==> src/hdl/tssr_pkg.sv <==
`timescale 1ns / 1ps
`default_nettype none
// ----------------------------------------------------------------------------
// Temperature sensor scratchpad reader package
// Shared types, event and status codes, register indexes and the CRC-8 step.
// ----------------------------------------------------------------------------
package tssr_pkg;

   // Scratchpad frame length in bytes; the last byte carries the CRC.
   localparam int SCRATCHPAD_BYTES = 9;
   localparam int POS_W            = $clog2(SCRATCHPAD_BYTES + 1);

   // Temperature scaling: raw * 5 / 8, truncating toward zero.
   localparam int DECODE_SHIFT = 3;
   localparam int PROD_W       = 19;

   // Reflected CRC-8 polynomial (0x31 reflected).
   localparam logic [7:0] CRC_POLY = 8'h8C;

   // Event codes carried in the action field.
   localparam logic [1:0] ACT_START = 2'd0;
   localparam logic [1:0] ACT_TICK  = 2'd1;
   localparam logic [1:0] ACT_READ  = 2'd2;
   localparam logic [1:0] ACT_BYTE  = 2'd3;

   // Status codes reported with each response.
   localparam logic [1:0] STATUS_OK    = 2'd0;
   localparam logic [1:0] STATUS_BUSY  = 2'd1;
   localparam logic [1:0] STATUS_CRC   = 2'd2;
   localparam logic [1:0] STATUS_RANGE = 2'd3;

   // Configuration register indexes.
   localparam logic [1:0] CSR_WAIT_TICKS = 2'd0;
   localparam logic [1:0] CSR_MIN_TEMP   = 2'd1;
   localparam logic [1:0] CSR_MAX_TEMP   = 2'd2;
   localparam logic [1:0] CSR_INIT_TEMP  = 2'd3;

   // Configuration reset values.
   localparam logic [15:0]        WAIT_TICKS_RST = 16'd750;
   localparam logic signed [15:0] MIN_TEMP_RST   = -16'sd550;
   localparam logic signed [15:0] MAX_TEMP_RST   = 16'sd1250;
   localparam logic signed [15:0] INIT_TEMP_RST  = 16'sd0;

   typedef struct packed {
      logic [1:0] action;
      logic [7:0] byte_value;
   } req_type;

   typedef struct packed {
      logic [1:0]        status;
      logic signed [15:0] temperature;
   } rsp_type;

   typedef struct packed {
      logic [15:0]        wait_ticks;
      logic signed [15:0] min_temp;
      logic signed [15:0] max_temp;
      logic signed [15:0] init_temp;
   } cfg_type;

   // One byte of the reflected CRC-8, unrolled over its eight bits.
   function automatic logic [7:0] crc8_step(input logic [7:0] crc, input logic [7:0] data);
      logic [7:0] c;
      c = crc ^ data;
      for (int i = 0; i < 8; i++) begin
         c = c[0] ? ((c >> 1) ^ CRC_POLY) : (c >> 1);
      end
      return c;
   endfunction

endpackage
`default_nettype wire

==> src/hdl/tssr_core.sv <==
`timescale 1ns / 1ps
`default_nettype none
// ----------------------------------------------------------------------------
// Scratchpad reader event core
// Holds the conversion and frame state, applies one accepted request per cycle and
// forms the response that the request causes, if any.
// ----------------------------------------------------------------------------
module tssr_core
   import tssr_pkg::*;
(
   input  wire logic    clock,
   input  wire logic    reset,
   input  wire cfg_type cfg,
   input  wire logic    in_fire,
   input  wire req_type in_req,
   output logic         res_valid,
   output rsp_type      res_item
);

   localparam logic [POS_W-1:0] POS_LAST = POS_W'(SCRATCHPAD_BYTES - 1);
   localparam logic [POS_W-1:0] POS_DONE = POS_W'(SCRATCHPAD_BYTES);

   logic                     pend_ff,  pend_in;
   logic [15:0]              elapsed_ff, elapsed_in;
   logic [POS_W-1:0]         pos_ff,   pos_in;
   logic [7:0]               crc_ff,   crc_in;
   logic [15:0]              raw_ff,   raw_in;
   logic signed [15:0]       good_ff,  good_in;
   logic                     seen_ff,  seen_in;

   logic signed [PROD_W-1:0] prod;
   logic signed [PROD_W-1:0] biased;
   logic signed [PROD_W-1:0] scaled;
   logic signed [15:0]       temp_dec;
   logic                     in_range;
   logic [1:0]               status;

   // Decode the raw word: times five by shift and add, then divide by eight
   // with a bias on negative values so the result truncates toward zero.
   always_comb begin
      prod     = {{3{raw_ff[15]}}, raw_ff} + {raw_ff[15], raw_ff, 2'b00};
      biased   = prod + (prod[PROD_W-1] ? PROD_W'(7) : PROD_W'(0));
      scaled   = biased >>> DECODE_SHIFT;
      temp_dec = scaled[15:0];
      in_range = (temp_dec >= cfg.min_temp) && (temp_dec <= cfg.max_temp);
   end

   // Next state and response for the request at the input.
   always_comb begin
      pend_in    = pend_ff;
      elapsed_in = elapsed_ff;
      pos_in     = pos_ff;
      crc_in     = crc_ff;
      raw_in     = raw_ff;
      good_in    = good_ff;
      seen_in    = seen_ff;
      res_valid  = 1'b0;
      status     = STATUS_OK;
      case (in_req.action)
         ACT_START: begin
            pend_in    = 1'b1;
            elapsed_in = '0;
            res_valid  = 1'b1;
         end
         ACT_TICK: begin
            if (elapsed_ff != '1) begin
               elapsed_in = elapsed_ff + 16'd1;
            end
         end
         ACT_READ: begin
            res_valid = 1'b1;
            if (pend_ff && (elapsed_ff < cfg.wait_ticks)) begin
               status = STATUS_BUSY;
            end else begin
               pend_in = 1'b0;
               pos_in  = '0;
               crc_in  = '0;
            end
         end
         ACT_BYTE: begin
            if (pos_ff < POS_DONE) begin
               if (pos_ff == POS_W'(0)) begin
                  raw_in[7:0] = in_req.byte_value;
               end
               if (pos_ff == POS_W'(1)) begin
                  raw_in[15:8] = in_req.byte_value;
               end
               if (pos_ff < POS_LAST) begin
                  crc_in = crc8_step(crc_ff, in_req.byte_value);
                  pos_in = pos_ff + POS_W'(1);
               end else begin
                  // Last byte of the frame: check CRC, then range.
                  pos_in    = POS_DONE;
                  res_valid = 1'b1;
                  if (crc_ff != in_req.byte_value) begin
                     status = STATUS_CRC;
                  end else if (!in_range) begin
                     status = STATUS_RANGE;
                  end else begin
                     good_in = temp_dec;
                     seen_in = 1'b1;
                  end
               end
            end
         end
         default: begin
            res_valid = 1'b0;
         end
      endcase
      res_item.status      = status;
      res_item.temperature = seen_in ? good_in : cfg.init_temp;
   end

   // Control state.
   always_ff @(posedge clock) begin
      if (reset) begin
         pend_ff    <= 1'b0;
         elapsed_ff <= '0;
         pos_ff     <= '0;
         crc_ff     <= '0;
         raw_ff     <= '0;
         seen_ff    <= 1'b0;
      end else if (in_fire) begin
         pend_ff    <= pend_in;
         elapsed_ff <= elapsed_in;
         pos_ff     <= pos_in;
         crc_ff     <= crc_in;
         raw_ff     <= raw_in;
         seen_ff    <= seen_in;
      end
   end

   // Last good temperature; only read once the seen flag is set.
   always_ff @(posedge clock) begin
      if (in_fire) begin
         good_ff <= good_in;
      end
   end

endmodule
`default_nettype wire

==> src/hdl/tssr_out_reg.sv <==
`timescale 1ns / 1ps
`default_nettype none
// ----------------------------------------------------------------------------
// Scratchpad reader response register
// Holds one response until it is taken; frees itself in the cycle it drains.
// ----------------------------------------------------------------------------
module tssr_out_reg
   import tssr_pkg::*;
(
   input  wire logic    clock,
   input  wire logic    reset,
   input  wire logic    load,
   input  wire rsp_type load_data,
   output logic         can_load,
   output logic         rsp_valid,
   input  wire logic    rsp_ready,
   output rsp_type      rsp_data
);

   logic    valid_ff, valid_in;
   rsp_type data_ff;

   // Space is free when empty or when the held response leaves this cycle.
   always_comb begin
      can_load = !valid_ff || rsp_ready;
      valid_in = load || (valid_ff && !rsp_ready);
   end

   always_ff @(posedge clock) begin
      if (reset) begin
         valid_ff <= 1'b0;
      end else begin
         valid_ff <= valid_in;
      end
   end

   always_ff @(posedge clock) begin
      if (load) begin
         data_ff <= load_data;
      end
   end

   assign rsp_valid = valid_ff;
   assign rsp_data  = data_ff;

endmodule
`default_nettype wire

==> src/hdl/temp_sensor_scratchpad_reader.sv <==
// A response is registered and valid in the cycle after the request that causes it.
// Throughput: one request per cycle; ticks and mid-frame bytes give no response.
// Requests stall only while a held response is not taken.
// Reset (synchronous, active high) clears the frame and conversion state,
// empties the response register and loads the register defaults.
`timescale 1ns / 1ps
`default_nettype none
// ----------------------------------------------------------------------------
// Temperature sensor scratchpad reader
// Conversion timing, scratchpad CRC check and temperature decode.
// ----------------------------------------------------------------------------
module temp_sensor_scratchpad_reader
   import tssr_pkg::*;
(
   input  wire logic        clock,
   input  wire logic        reset,
   input  wire logic        req_valid,
   output logic             req_ready,
   input  wire req_type     req_data,
   output logic             rsp_valid,
   input  wire logic        rsp_ready,
   output rsp_type          rsp_data,
   input  wire logic        csr_valid,
   output logic             csr_ready,
   input  wire logic [1:0]  csr_index,
   input  wire logic [15:0] csr_data
);

   cfg_type cfg_ff;
   logic    in_fire;
   logic    res_valid;
   rsp_type res_item;
   logic    can_load;

   // Configuration registers, always writable.
   assign csr_ready = 1'b1;

   always_ff @(posedge clock) begin
      if (reset) begin
         cfg_ff.wait_ticks <= WAIT_TICKS_RST;
         cfg_ff.min_temp   <= MIN_TEMP_RST;
         cfg_ff.max_temp   <= MAX_TEMP_RST;
         cfg_ff.init_temp  <= INIT_TEMP_RST;
      end else if (csr_valid) begin
         case (csr_index)
            CSR_WAIT_TICKS: cfg_ff.wait_ticks <= csr_data;
            CSR_MIN_TEMP:   cfg_ff.min_temp   <= csr_data;
            CSR_MAX_TEMP:   cfg_ff.max_temp   <= csr_data;
            CSR_INIT_TEMP:  cfg_ff.init_temp  <= csr_data;
            default:        cfg_ff.wait_ticks <= cfg_ff.wait_ticks;
         endcase
      end
   end

   // Request handshake.
   assign req_ready = can_load;
   assign in_fire   = req_valid && req_ready;

   tssr_core u_core (
      .clock     (clock),
      .reset     (reset),
      .cfg       (cfg_ff),
      .in_fire   (in_fire),
      .in_req    (req_data),
      .res_valid (res_valid),
      .res_item  (res_item)
   );

   tssr_out_reg u_out (
      .clock     (clock),
      .reset     (reset),
      .load      (in_fire && res_valid),
      .load_data (res_item),
      .can_load  (can_load),
      .rsp_valid (rsp_valid),
      .rsp_ready (rsp_ready),
      .rsp_data  (rsp_data)
   );

endmodule
`default_nettype wire

==> config.mk <==
export PLATFORM = sky130hd
export DESIGN_NAME = temp_sensor_scratchpad_reader
export DESIGN_NICKNAME = d
export VERILOG_FILES = /design/src/hdl/tssr_pkg.sv /design/src/hdl/tssr_core.sv /design/src/hdl/tssr_out_reg.sv /design/src/hdl/temp_sensor_scratchpad_reader.sv
export SDC_FILE = /design/constraint.sdc
export NUM_CORES = 1
export LEC_CHECK = 0
export BUFFER_PORTS_ARGS = -buffer_cell sky130_fd_sc_hd__buf_2
export CELL_PAD_IN_SITES_DETAIL_PLACEMENT = 1
export CELL_PAD_IN_SITES_GLOBAL_PLACEMENT = 1
export CORE_MARGIN = 2
export CORE_UTILIZATION = 48
export CTS_BUF_LIST = sky130_fd_sc_hd__clkbuf_2
export CTS_CLUSTER_DIAMETER = 80
export DETAILED_ROUTE_END_ITERATION = 8
export HOLD_SLACK_MARGIN = 0.02
export MAX_ROUTING_LAYER = met4
export PLACE_DENSITY = 0.91
export SETUP_SLACK_MARGIN = 0.2
export SYNTH_ARGS = -nofsm -noshare
export SYNTH_HDL_FRONTEND = slang
export SYNTH_SLANG_ARGS = --single-unit
==> constraint.sdc <==
create_clock -name clock -period 7.9 [get_ports clock]
set_input_delay 1.58 -clock clock [delete_from_list [all_inputs] [get_ports clock]]
set_output_delay 1.58 -clock clock [all_outputs]
set_load 0.02 [all_outputs]
### Word-level counts from Yosys, hierarchy flattened

Index checks and enable logic that the tools add are counted.

| word-level totals | value |
|---|---|
| input port bits | 33 |
| logic and storage cells | 113 |
| flip-flop bits (word level) | 145 |
| output and inout bits | 21 |

| operators by class | value |
|---|---|
| $lt $le $gt $ge | 5 |
| reduce and logical (&&, ||, !) cells | 26 |
| multiplexer cells | 41 |
| eq/ne operators | 13 |
| $add $sub $neg | 4 |
| bitwise logic cells | 9 |

Operators with widths:

| operator | number |
|---|---|
| 2-to-1 mux 16 bit | 7 |
| 2-to-1 mux 8 bit | 11 |
| case mux 16 bit (2 select lines) | 1 |
| inverter 2 -> 3 bit | 8 |
| adder 16 x 18 -> 19 bit | 1 |
| adder 19 bit | 1 |
| adder 16 x 1 -> 16 bit (second input constant) | 1 |
| >= comparator 16 bit | 1 |
| <= comparator 16 bit | 1 |
| less-than comparator 16 bit | 1 |
| inequality test 16 bit (second input constant) | 1 |
| case mux 8 bit (2 select lines) | 1 |
| 2-to-1 mux 4 bit | 3 |
| AND reduction 4 bit | 3 |
| 2-to-1 mux 1 bit | 9 |
| equality test 2 bit (second input constant) | 4 |
| less-than comparator 4 bit (second input constant) | 2 |
| 2-to-1 mux 2 bit | 4 |
| inequality test 8 bit | 1 |
| case mux 4 bit (2 select lines) | 1 |
| AND reduction 2 bit | 4 |
| XOR 8 bit | 1 |
| inequality test 2 x 1 -> 1 bit (second input constant) | 3 |
| AND reduction 3 bit | 2 |
| other kinds (15) | 26 |

### Logic depth before layout (Yosys ltp)

Gate-level depths: netlist of the first run.

| depth | value |
|---|---|
| word-level depth | 20 |
| mapped depth | 21 |

### Modules after synthesis

Synthesis of the first run repeated with hierarchy kept, for this count alone.

| second synthesis, totals | value |
|---|---|
| cells, all modules | 945 |
| area total of the unflattened synthesis | 8842.2 sq um |

Modules (own cells, without submodules):

| module | sequential area each (sq um) | area each (sq um) | cells an instance | instances |
|---|---|---|---|---|
| tssr_core | 1401.3 | 5646.7 | 671 | 1 |
| temp_sensor_scratchpad_reader | 1281.2 | 2608.8 | 252 | 1 |
| tssr_out_reg | 560.5 | 586.8 | 22 | 1 |

### Least setup slack after synthesis of the first run

OpenSTA, ideal clock, no wires.

| path | value |
|---|---|
| path type | reg-to-reg |
| from | reg u_core.raw_ff[0] |
| to | reg u_out.data_ff, in the netlist u_out.rsp_data[5], data pin |
| period minus slack after synthesis | 5801 ps |
| path buffers | 1 |
| stages on the path, launching flop included | 19 |
| slack | 2099 ps |
| required time | 7621 ps |
| data arrival time | 5522 ps |
| path through | dfxtp_1 > ha_1 > fa_1 > a21o_1 > a22o_1 > a221o_1 > a211o_1 > or3_1 > or4_1 > xor2_1 > inv_2 > ha_1 > nand4_1 > or2_2 > or4_1 > a211oi_1 > clkbuf_1 > nand2_1 > a21boi_0 |

RTL lines:

| what | line | source |
|---|---|---|
| start, declared | tssr_core.sv:27 | `logic [15:0] raw_ff, raw_in;` |
| start signal, assigned | tssr_core.sv:128 | `raw_ff <= raw_in;` |
| end signal, assigned | tssr_out_reg.sv:39 | `data_ff <= load_data;` |
| end, declared | tssr_out_reg.sv:21 | `rsp_type data_ff;` |

==> run metrics, run 1 <==
clk sinks 145; first-pass GRT wire length 39000 µm; total number of vias 7276; total CTS buffers 17; PostCTS Resize Cnt 0; routability cong. 0.948; pwr/cell area 164 nW/µm²; # rows 48; Netlist Area Pre-Place 8280 µm²; Mapped Nets around 1100; Switching Fraction 0.280; Nets 1109; share of cells above drive strength 1 0.106; Int Power 1.06 mW; DRT iter0 DRCs 451; Peak VDD IR 113 µV; Crit path arrival time 6.99 ns; Min Clock Period, post-route 6.38 ns; final WL ~24000 µm; Die Area 18300 µm²; Post-Place Cell Area between 8000 and 9000 µm²; Tightest Pin Transition 1.08 ns; max-slew violation count 0; hold path cells 2; Mapped Cells 971; Final Hold Fails 0; Top Ports 54; CP Max Fanout 26; Post-Layout Cell Count 1246; asr flop ratio synth 0; largest net degree at the start of global routing 73; Seq pwr share 0.546; hpwl dp 17900 µm; core area 17100 µm²; Vias/cell 5.84; antenna violations before repair 2; H-tree depth reported by CTS 4; Worst R2R Start u_core.raw_ff[2]; Clock Tree Root clkbuf_2; Worst Path Required approximately 8.5 ns; DRC errors left 0; placed cells 1212; Clock Latency Late Sink between 0.7 and 0.8 ns; Top FF cell, synth dfxtp_1; Setup Total Neg Slack 0 ns; remaining global-route overflow 0; leakage 3.91 nW; Filler Cell Count ~2100; Fin Hold WS 0.470 ns; Tcrit/Tclk final 0.808; register area 3240 µm²; Hold WC Path Type reg -> reg; status complete, no violations; chip height 135 µm; Post-CTS Setup Bufs 0; MaxCap Viol Count 0; register area share after synthesis 0.392; Port Buffers 52; worst relative slew slack 0.283; Finished Cell Area 9000 µm²; hold_buf cts 0; CP Capture Type flop; number of enable flip-flop cells after synthesis 34; Multi-input gate area 4620 µm²; Critical path origin u_core.raw_ff[2]; reg2reg setup slack 1.52 ns; Clock Pin Slew Worst Setup and Hold Paths between 0.2 and 0.25 ns; switching power 0.412 mW; WS Path Type reg -> reg; Syn. warnings 0; GRT Total Usage 0.282; Max clock buf depth 2; drt first pass iters 6; f_max 0.157 GHz; Cell variety after synth 65; worst r2r path cells 18; Comb power frac 0.125; number of antenna-violating nets in the routed design 0; Synth Area per Inst 8.52 µm²; clock group share of total power 0.329; crit start category flop; Initial Util 0.485; Layout area overhead 8.71%; HP Start cfg_ff[28]; Clock Skew 0.0292 ns; Final Util 0.528; final setup fails 0; drt wl/cell 19.3 µm; register bit total from synthesis between 100 and 150; RSZ-0062 raised after global routing false; vias in the first global route 7461; TritonCTS clock tree done; die width around 140 µm
[layout make-up]
class | instances | share of cell area
multi-input cells | 712 | 0.514
flip-flops and latches | 145 | 0.360
repair buffers | 58 | 0.0339
well taps | 225 | 0.0313
inverters | 72 | 0.0300
clock inverters | 12 | 0.0186
clock buffers | 20 | 0.0111
diodes | 2 | 0.000556
[power by group through the flow]
stage / clock (mW) / sequential (mW) / combinational, mW
2_1_floorplan: 0 / 0.819 / 0.117
3_3_place_gp: 0 / 0.818 / 0.173
3_5_place_dp: 0 / 0.820 / 0.181
4_1_cts: 0.495 / 0.805 / 0.184
5_1_grt: 0.526 / 0.808 / 0.204
6_report: 0.484 / 0.805 / 0.185
[through the flow]
stage	worst slack, ns	power (mW)
2_1_floorplan	2.10	0.936
3_3_place_gp	1.76	0.991
3_5_place_dp	1.57	1.00
4_1_cts	1.54	1.48
5_1_grt	1.00	1.54
6_report	1.52	1.47
[flip-flops by register name (all words and copies together) (netlist names)]
name               count
cfg_ff                64
u_core.crc_ff          8
u_core.elapsed_ff     16
u_core.good_ff        16
u_core.pend_ff         1
u_core.pos_ff          4
u_core.raw_ff         16
u_core.seen_ff         1
u_out.rsp_data        18
u_out.rsp_valid        1
[per-layer routing]
layer,vias up,part of all wire,GRT usage
li1,3489,-,-
met1,3549,0.43,0.331
met2,183,0.50,0.474
met3,55,0.045,0.0595
met4,0,0.031,0.115
met5,-,0,-
[worst max-delay path: stages (launching register included)]
cell and delay [ns]:
dfxtp_1 0.39, ha_1 0.25, fa_1 0.44, a21o_1 0.23, a22o_1 0.22, a221o_1 0.30
a211o_1 0.35, or3_1 0.40, or4_1 0.57, xor2_1 0.22, inv_2 0.09, ha_1 0.32
nand4_1 0.12, or2_2 0.33, or4_1 0.60, a211oi_4 0.84, buf_4 0.31, a211oi_1 0.07
a21oi_1 0.20
[final timing paths]
path / endpoint
setup / recovery: u_out.rsp_data[2]
hold / removal: cfg_ff[28]
setup reg to reg: u_out.rsp_data[2]
hold reg to reg: cfg_ff[28]
[Yosys cell counts, drive strengths merged (6+ instances only)]
library cell    n  share of area
xor2           29          0.031
edfxtp         34           0.12
nor4            8         0.0079
a21o           19          0.017
o21ai          31          0.019
and3            6         0.0045
mux2i          13          0.016
and4            8         0.0085
o21a            7         0.0063
xnor2          25          0.026
dfxtp         111           0.27
ha             69           0.10
nand3          33          0.020
clkbuf         38          0.017
nand2b          7         0.0053
a21oi         107          0.065
or3             6         0.0045
o211ai         31          0.029
inv            71          0.032
a211oi         17          0.015
nand4          14          0.011
a211o           6         0.0063
nor2           42          0.019
nor2b          13         0.0098
nand2         162          0.073
[placed cells by master, fill, tap and decap left out, types with 13 or more instances in the layout]
master,Yosys,final
a211oi_1,17,16
a21o_1,19,19
a21oi_1,106,106
buf_2,1,52
clkbuf_2,0,20
dfxtp_1,111,111
edfxtp_1,34,34
ha_1,69,69
inv_1,70,70
mux2i_1,13,13
nand2_1,162,162
nand3_1,33,33
nand4_1,14,14
nor2_1,42,42
nor2b_1,13,13
o211ai_1,30,30
o21ai_0,30,30
xnor2_1,25,25
xor2_1,29,29
[cell families (layout without fill, tap and decap cells)]
group | after synthesis | in the layout | share of synthesized area
simple gates | 324 | 324 | 0.184
compound gates | 245 | 245 | 0.185
flops | 145 | 145 | 0.392
buf+inv | 114 | 162 | 0.0523
fa+ha+maj | 70 | 70 | 0.107
xor+xnor | 54 | 54 | 0.0571
mux | 18 | 18 | 0.0225
other cells | 1 | 3 | 0.000453
(Power assumes the default switching activity.)
==> run 2: changes to the inputs <==
Settings changed: CORE_UTILIZATION 48 to 44, PLACE_DENSITY 0.91 to 0.88.
Clock period 7.9 ns to 5.4 ns, I/O delays scaled along.
==> run 2 against run 1 <==
  * The flow now finishes with violations (negative setup slack)
  * Maximum frequency increased by 17%
  * Routed wire length increased by 12%
  * Count of clock-buffer cells in the layout decreased by 1
  * Clock skew increased by 0.024 ns
  * Non-clock buffer count increased by 60
  * Worst setup slack got worse by 1.6 ns
  * Global-route usage decreased by 1.2 points
  * Power increased by 48%
  * Register-to-register slack got worse by 1.6 ns
  * Cell area increased by 9.6%
  * Largest power group unchanged
  * Highest routed layer unchanged
==> run metrics, run 2 (synthesized netlist as in run 1, its figures left out) <==
status complete, but fails checks; failing checks negative setup slack; H-tree depth reported by CTS 4 (unchanged); Clock Pin Slew Worst Setup and Hold Paths 0.25 ns (+0.04 ns); clk sinks 145 (unchanged); remaining global-route overflow 0 (unchanged); Seq pwr share 0.540 (-0.006); CP Max Fanout 14 (-46%); Setup WS post-layout -0.0496 ns (-1.57 ns); Final Hold Fails 0 (unchanged); WS Path Type reg -> reg; largest reg by FF count cfg_ff; first-pass GRT wire length 41300 µm (+5.8%); max layer used met4; met3 wire length 1190 µm (+11%); reg2reg setup slack -0.05 ns (-1.57 ns); Post-Layout Cell Count 1314 (+5.5%); number of antenna-violating nets in the routed design 0 (unchanged); most common library cell in the layout ignoring fill and taps nand2_1; RSZ-0062 raised after global routing true; vias in the first global route 7789 (+4.4%); worst r2r path cells 21 (+3); Clock Tree Root clkbuf_2; TritonCTS clock tree done; largest net degree at the start of global routing 73 (unchanged); crit start category flop; HP Start cfg_ff[25]; drt first pass iters 5 (-1); Setup Total Neg Slack -0.203 ns (-0.203 ns); total CTS buffers 17 (unchanged); final WL 27100 µm (+12%); pwr/cell area 221 nW/µm² (+35%); Top Ports 54 (unchanged); Max clock buf depth 2 (unchanged); pre-CTS setup slack -0.157 ns (-1.72 ns); clock group share of total power 0.322 (-0.007); Worst R2R Start u_core.raw_ff[2]; share of cells above drive strength 1 0.206 (+0.0998); hold_buf cts 0 (unchanged); Tightest Pin Transition 1.17 ns (+0.0988 ns); MaxCap Viol Count 0 (unchanged); Nets 1169 (+5.4%); max reg flops 64 (unchanged); Die Area 19900 µm² (+8.8%); Initial Util 0.445 (-0.0398); f_max 0.184 GHz (+17%); GRT Total Usage 0.270 (-0.0119); Min Clock Period, post-route 5.45 ns (-0.933 ns); Clock Latency Late Sink 0.80 ns (+0.05 ns); Finished Cell Area 9860 µm² (+9.6%); hpwl dp 17700 µm (-1.1%); Final Util 0.531 (+0.00340); commonest cells after routing, fill and taps aside nand2_1, dfxtp_1, a21oi_1; Peak VDD IR 110 µV (-3.0%); Switching Fraction 0.301 (+0.0211); DRT iter0 DRCs 459 (+1.8%); Metal-1 WL 11400 µm (+10%); Port Buffers 52 (unchanged); Int Power 1.53 mW (+44%); Clock Skew 0.0529 ns (+0.0237 ns); max-slew violation count 0 (unchanged); chip height 141 µm (+4.3%); Tcrit/Tclk final 1.01 (+0.201); routability cong. 0.979 (+3.3%); total number of vias 7679 (+5.5%); Comb power frac 0.138 (+0.013); core area 18600 µm² (+8.9%); worst relative slew slack 0.216 (-0.0670); final setup fails 10 (+10); antenna violations before repair 1 (-1); Hold WC Path Type reg -> reg; # rows 50 (+4.2%); drt wl/cell 20.6 µm (+6.6%); hold path cells 2 (unchanged); FF-to-FF End u_out.rsp_data[1]; die width 141 µm (+4.3%); CP Capture Type flop; Layout area overhead 19.2%; DRC errors left 0 (unchanged); switching power 0.656 mW (+59%); worst hold path endpoint cfg_ff[25]; Worst Path Required 5.93 ns (-2.57 ns); WL met2 13500 µm (+13%); Vias/cell 5.84 (about the same); Crit path arrival time 5.98 ns (-1.01 ns); placed cells 1247 (+2.9%); leakage 4.29 nW (+9.6%); Post-Place Cell Area 8980 µm² (+2.9%)
[run 2: cell types whose count changed in the layout (fill, tap and decap cells not counted), sizes merged]
cell | previous run | this run
buf | 58 | 117
inv | 72 | 73
diode | 2 | 1
bufinv | 4 | 3
bufbuf | 0 | 1
clkinvlp | 1 | 2
clkbuf | 20 | 19
[run 2: through the flow]
| stage | hold slack, ns | power (mW) |
|---|---|---|
| floorplan | 0.432 | 1.37 |
| global placement | 0.442 | 1.46 |
| detailed placement | 0.449 | 1.47 |
| CTS | 0.473 | 2.16 |
| global route | 0.496 | 2.27 |
| finish | 0.476 | 2.18 |
[run 2: critical path, cell delays in order (launching register included)]
cell and delay [ns]:
dfxtp_2 0.40, ha_4 0.16, fa_2 0.38, a21o_1 0.20, a22o_1 0.20, a221o_1 0.29, a211o_1 0.28, or3_4 0.38
or4_4 0.58, xor2_4 0.20, inv_4 0.08, ha_4 0.25, nand4_1 0.14, or2_4 0.16, nor2_2 0.05, a2111oi_4 0.34
mux2i_2 0.39, a211oi_4 0.10, buf_6 0.15, buf_12 0.14, a211oi_1 0.25, a21oi_1 0.07
[run 2: power groups by stage]
stage	registers (mW)	logic, mW	clock network (mW)
CTS	1.18	0.286	0.701
floorplan	1.20	0.174	0
global route	1.18	0.327	0.759
global placement	1.20	0.264	0
finish	1.18	0.301	0.702
detailed placement	1.20	0.274	0
[run 2: cell type report]
cell class / instances / area (µm²)
fill: 2186 / 8720
multi-input combinational: 712 / 4970
timing repair buffer: 118 / 828
sequential: 145 / 3250
inverter: 72 / 273
tap: 234 / 293
clock inverter: 13 / 160
antenna: 1 / 2.50
clock buffer: 19 / 95.1
[run 2: repair_timing]
action                                  CTS  global route
endpoints found under the setup margin   35            35
setup buffers                            21            12
pin swaps                                24            22
hold endpoints to repair                  0             0
resized for setup                        43            26
cloned                                    1             0
[run 2: worst max-delay path by stage]
stage / depth (start not counted) / start / slack, ns / to
final: 21 / u_core.raw_ff[2] / -0.05 / u_out.rsp_data[1]
after global routing: 21 / u_core.raw_ff[2] / -0.17 / u_out.rsp_data[1]
after CTS: 20 / u_core.raw_ff[2] / 0.17 / u_core.good_ff[9]
after detailed placement: 21 / u_core.raw_ff[2] / -0.16 / u_out.rsp_data[0]
after global placement: 20 / u_core.raw_ff[2] / 0.11 / u_out.rsp_data[0]
after floorplan: 20 / u_core.raw_ff[0] / 0.21 / u_out.rsp_data[6]
[run 2: layer usage]
metal | GRT usage | vias to the layer above
met5 | - | -
met4 | 0.101 | 0
met3 | 0.0425 | 75
met2 | 0.463 | 228
met1 | 0.322 | 3776
li1 | - | 3600
==> run 3: changes to the inputs <==
Settings changed: CELL_PAD_IN_SITES_DETAIL_PLACEMENT 1 to unset, CELL_PAD_IN_SITES_GLOBAL_PLACEMENT 1 to unset, CORE_UTILIZATION 44 to 50, PLACE_DENSITY 0.88 to 0.79.
==> run 3 against run 2 <==
  * The flow now finishes without violations
  * Global-route usage down 1.6 points
  * Sequential power hardly changed
  * Critical endpoint is now u_core.good_ff[6]
  * First-iteration DRC count down 1.5%
  * Worst setup slack improved by 0.097 ns
==> run metrics, run 3 (synthesized netlist as in run 1, its figures left out) <==
DRT iter0 DRCs 452 (-1.5%); vias in the first global route 6888 (-12%); Initial Util 0.504 (+0.0590); # rows 47 (-6.0%); status complete, no violations; worst r2r path cells 21 (unchanged); total number of vias 7387 (-3.8%); share of cells above drive strength 1 0.223 (+0.0177); final setup fails 0 (-10); register area 3250 µm² (about the same); reg2reg setup slack 0.05 ns (+0.10 ns); Max clock buf depth 2 (unchanged); Power Total 2.03 mW (-6.7%); core area 16400 µm² (-12%); CP Capture Type flop; largest net degree at the start of global routing 73 (unchanged); Port Buffers 52 (unchanged); max-slew violation count 0 (unchanged); FF-to-FF End u_core.good_ff[6]; f_max 0.187 GHz (+1.8%); hpwl dp 15300 µm (-14%); most common library cell in the layout ignoring fill and taps nand2_1; worst relative slew slack 0.0729 (-0.143); total CTS buffers 17 (unchanged); drt wl/cell 17.1 µm (-17%); H-tree depth reported by CTS 4 (unchanged); Hold WC Path Type reg -> reg; antenna violations before repair 1 (unchanged); Post-Layout Cell Count 1295 (-1.4%); CP Max Fanout 5 (-9); Final Hold Fails 0 (unchanged); largest reg by FF count cfg_ff; Top Ports 54 (unchanged); Vias/cell 5.70 (-2.4%); DRC errors left 0 (unchanged); max reg flops 64 (unchanged); Worst Setup EP u_core.good_ff[6]; Multi-input gate area 5110 µm² (+2.9%); Clock Latency Late Sink 0.75 ns (-0.05 ns); die width 133 µm (-6.0%); Tightest Pin Transition 1.39 ns (+0.214 ns); GRT Total Usage 0.254 (-0.0160); Die Area 17600 µm² (-12%); WS Path Type reg -> reg; Layout area overhead 20.2%; final WL 22200 µm (-18%); Critical path origin u_core.raw_ff[2]; Nets 1164 (-0.43%); MaxCap Viol Count 0 (unchanged); Worst R2R Start u_core.raw_ff[2]; crit start category flop; pwr/cell area 205 nW/µm² (-7.5%); number of antenna-violating nets in the routed design 0 (unchanged); Min Clock Period, post-route 5.35 ns (-0.0965 ns); Peak VDD IR 110 µV (about the same); Clock Pin Slew Worst Setup and Hold Paths 0.20 ns (-0.05 ns); Clock Skew 0.0296 ns (-0.0233 ns); TritonCTS clock tree done; remaining global-route overflow 0 (unchanged); drt first pass iters 6 (+1); Worst Path Required 5.92 ns (about the same); chip height 133 µm (-6.0%); Filler Cell Count 1344 (-39%); placed cells 1228 (-1.5%); Crit path arrival time 5.87 ns (-0.11 ns); Setup Total Neg Slack 0 ns (+0.203 ns); hold_buf cts 0 (unchanged); RSZ-0062 raised after global routing true; Tcrit/Tclk final 0.991 (-0.0179); first-pass GRT wire length 34800 µm (-16%); commonest cells after routing, fill and taps aside nand2_1, dfxtp_1, a21oi_1; Clock Tree Root clkbuf_2; routability cong. 0.919 (-6.1%); clk sinks 145 (unchanged); leakage 4.24 nW (-1.2%)
-- run 3: worst min-delay path by stage --
stage | from | to | cells past startpoint | slack (ns)
after floorplan | cfg_ff[0] | cfg_ff[0] | 2 | 0.43
after CTS | cfg_ff[37] | cfg_ff[37] | 2 | 0.47
final | cfg_ff[37] | cfg_ff[37] | 2 | 0.47
after detailed placement | cfg_ff[31] | cfg_ff[31] | 2 | 0.45
after global placement | cfg_ff[19] | cfg_ff[19] | 2 | 0.44
after global routing | cfg_ff[62] | cfg_ff[62] | 2 | 0.50
-- run 3: layer usage --
metal	global-route usage	vias up	wire, µm
met5	-	-	0
met4	0.133	0	970
met3	0.0418	54	1020
met2	0.400	235	10400
met1	0.316	3492	9720
li1	-	3606	-
-- run 3: worst max-delay path, stage by stage, from the launching register on --
cell and delay (ns):
dfxtp_2 0.38, ha_4 0.16, fa_2 0.35, a21o_1 0.22
a22o_1 0.23, a221o_1 0.29, a211o_1 0.30, or3_4 0.38
or4_4 0.58, xor2_4 0.18, inv_2 0.09, ha_4 0.24
nand4_1 0.11, or2_4 0.18, nor2_4 0.05, a2111oi_4 0.33
mux2i_2 0.33, a211oi_4 0.09, buf_6 0.16, buf_8 0.14
clkbuf_16 0.16, o21a_1 0.17
-- run 3: power by group --
part / internal, mW / switching (mW)
registers: 1.15 / 0.0245
logic: 0.107 / 0.179
clock network: 0.165 / 0.405
-- run 3: cell type report --
type | instances | area share
tap | 220 | 0.0277
sequential | 145 | 0.327
clock buffer | 18 | 0.00906
antenna | 1 | 0.000252
inverter | 72 | 0.0272
timing repair buffer | 113 | 0.0838
clock inverter | 14 | 0.0116
multi-input combinational | 712 | 0.514
-- run 3: timing repair --
item,4_1_cts,5_1_grt
cloned,3,3
resized for setup,48,64
buffers inserted,24,4
setup endpoints to repair,34,35
pin swaps,28,18
-- run 3: metrics by stage --
step                utilization  hold slack, ns  setup WS [ns]  cell area, µm²
finish                    0.606           0.469         0.0469            9950
global route              0.606           0.495        -0.0773            9950
CTS                       0.584           0.472          0.152            9590
detailed placement        0.544           0.449        -0.0948            8930
global placement          0.544           0.443         0.0534            8930
floorplan                     -           0.432          0.214            8340
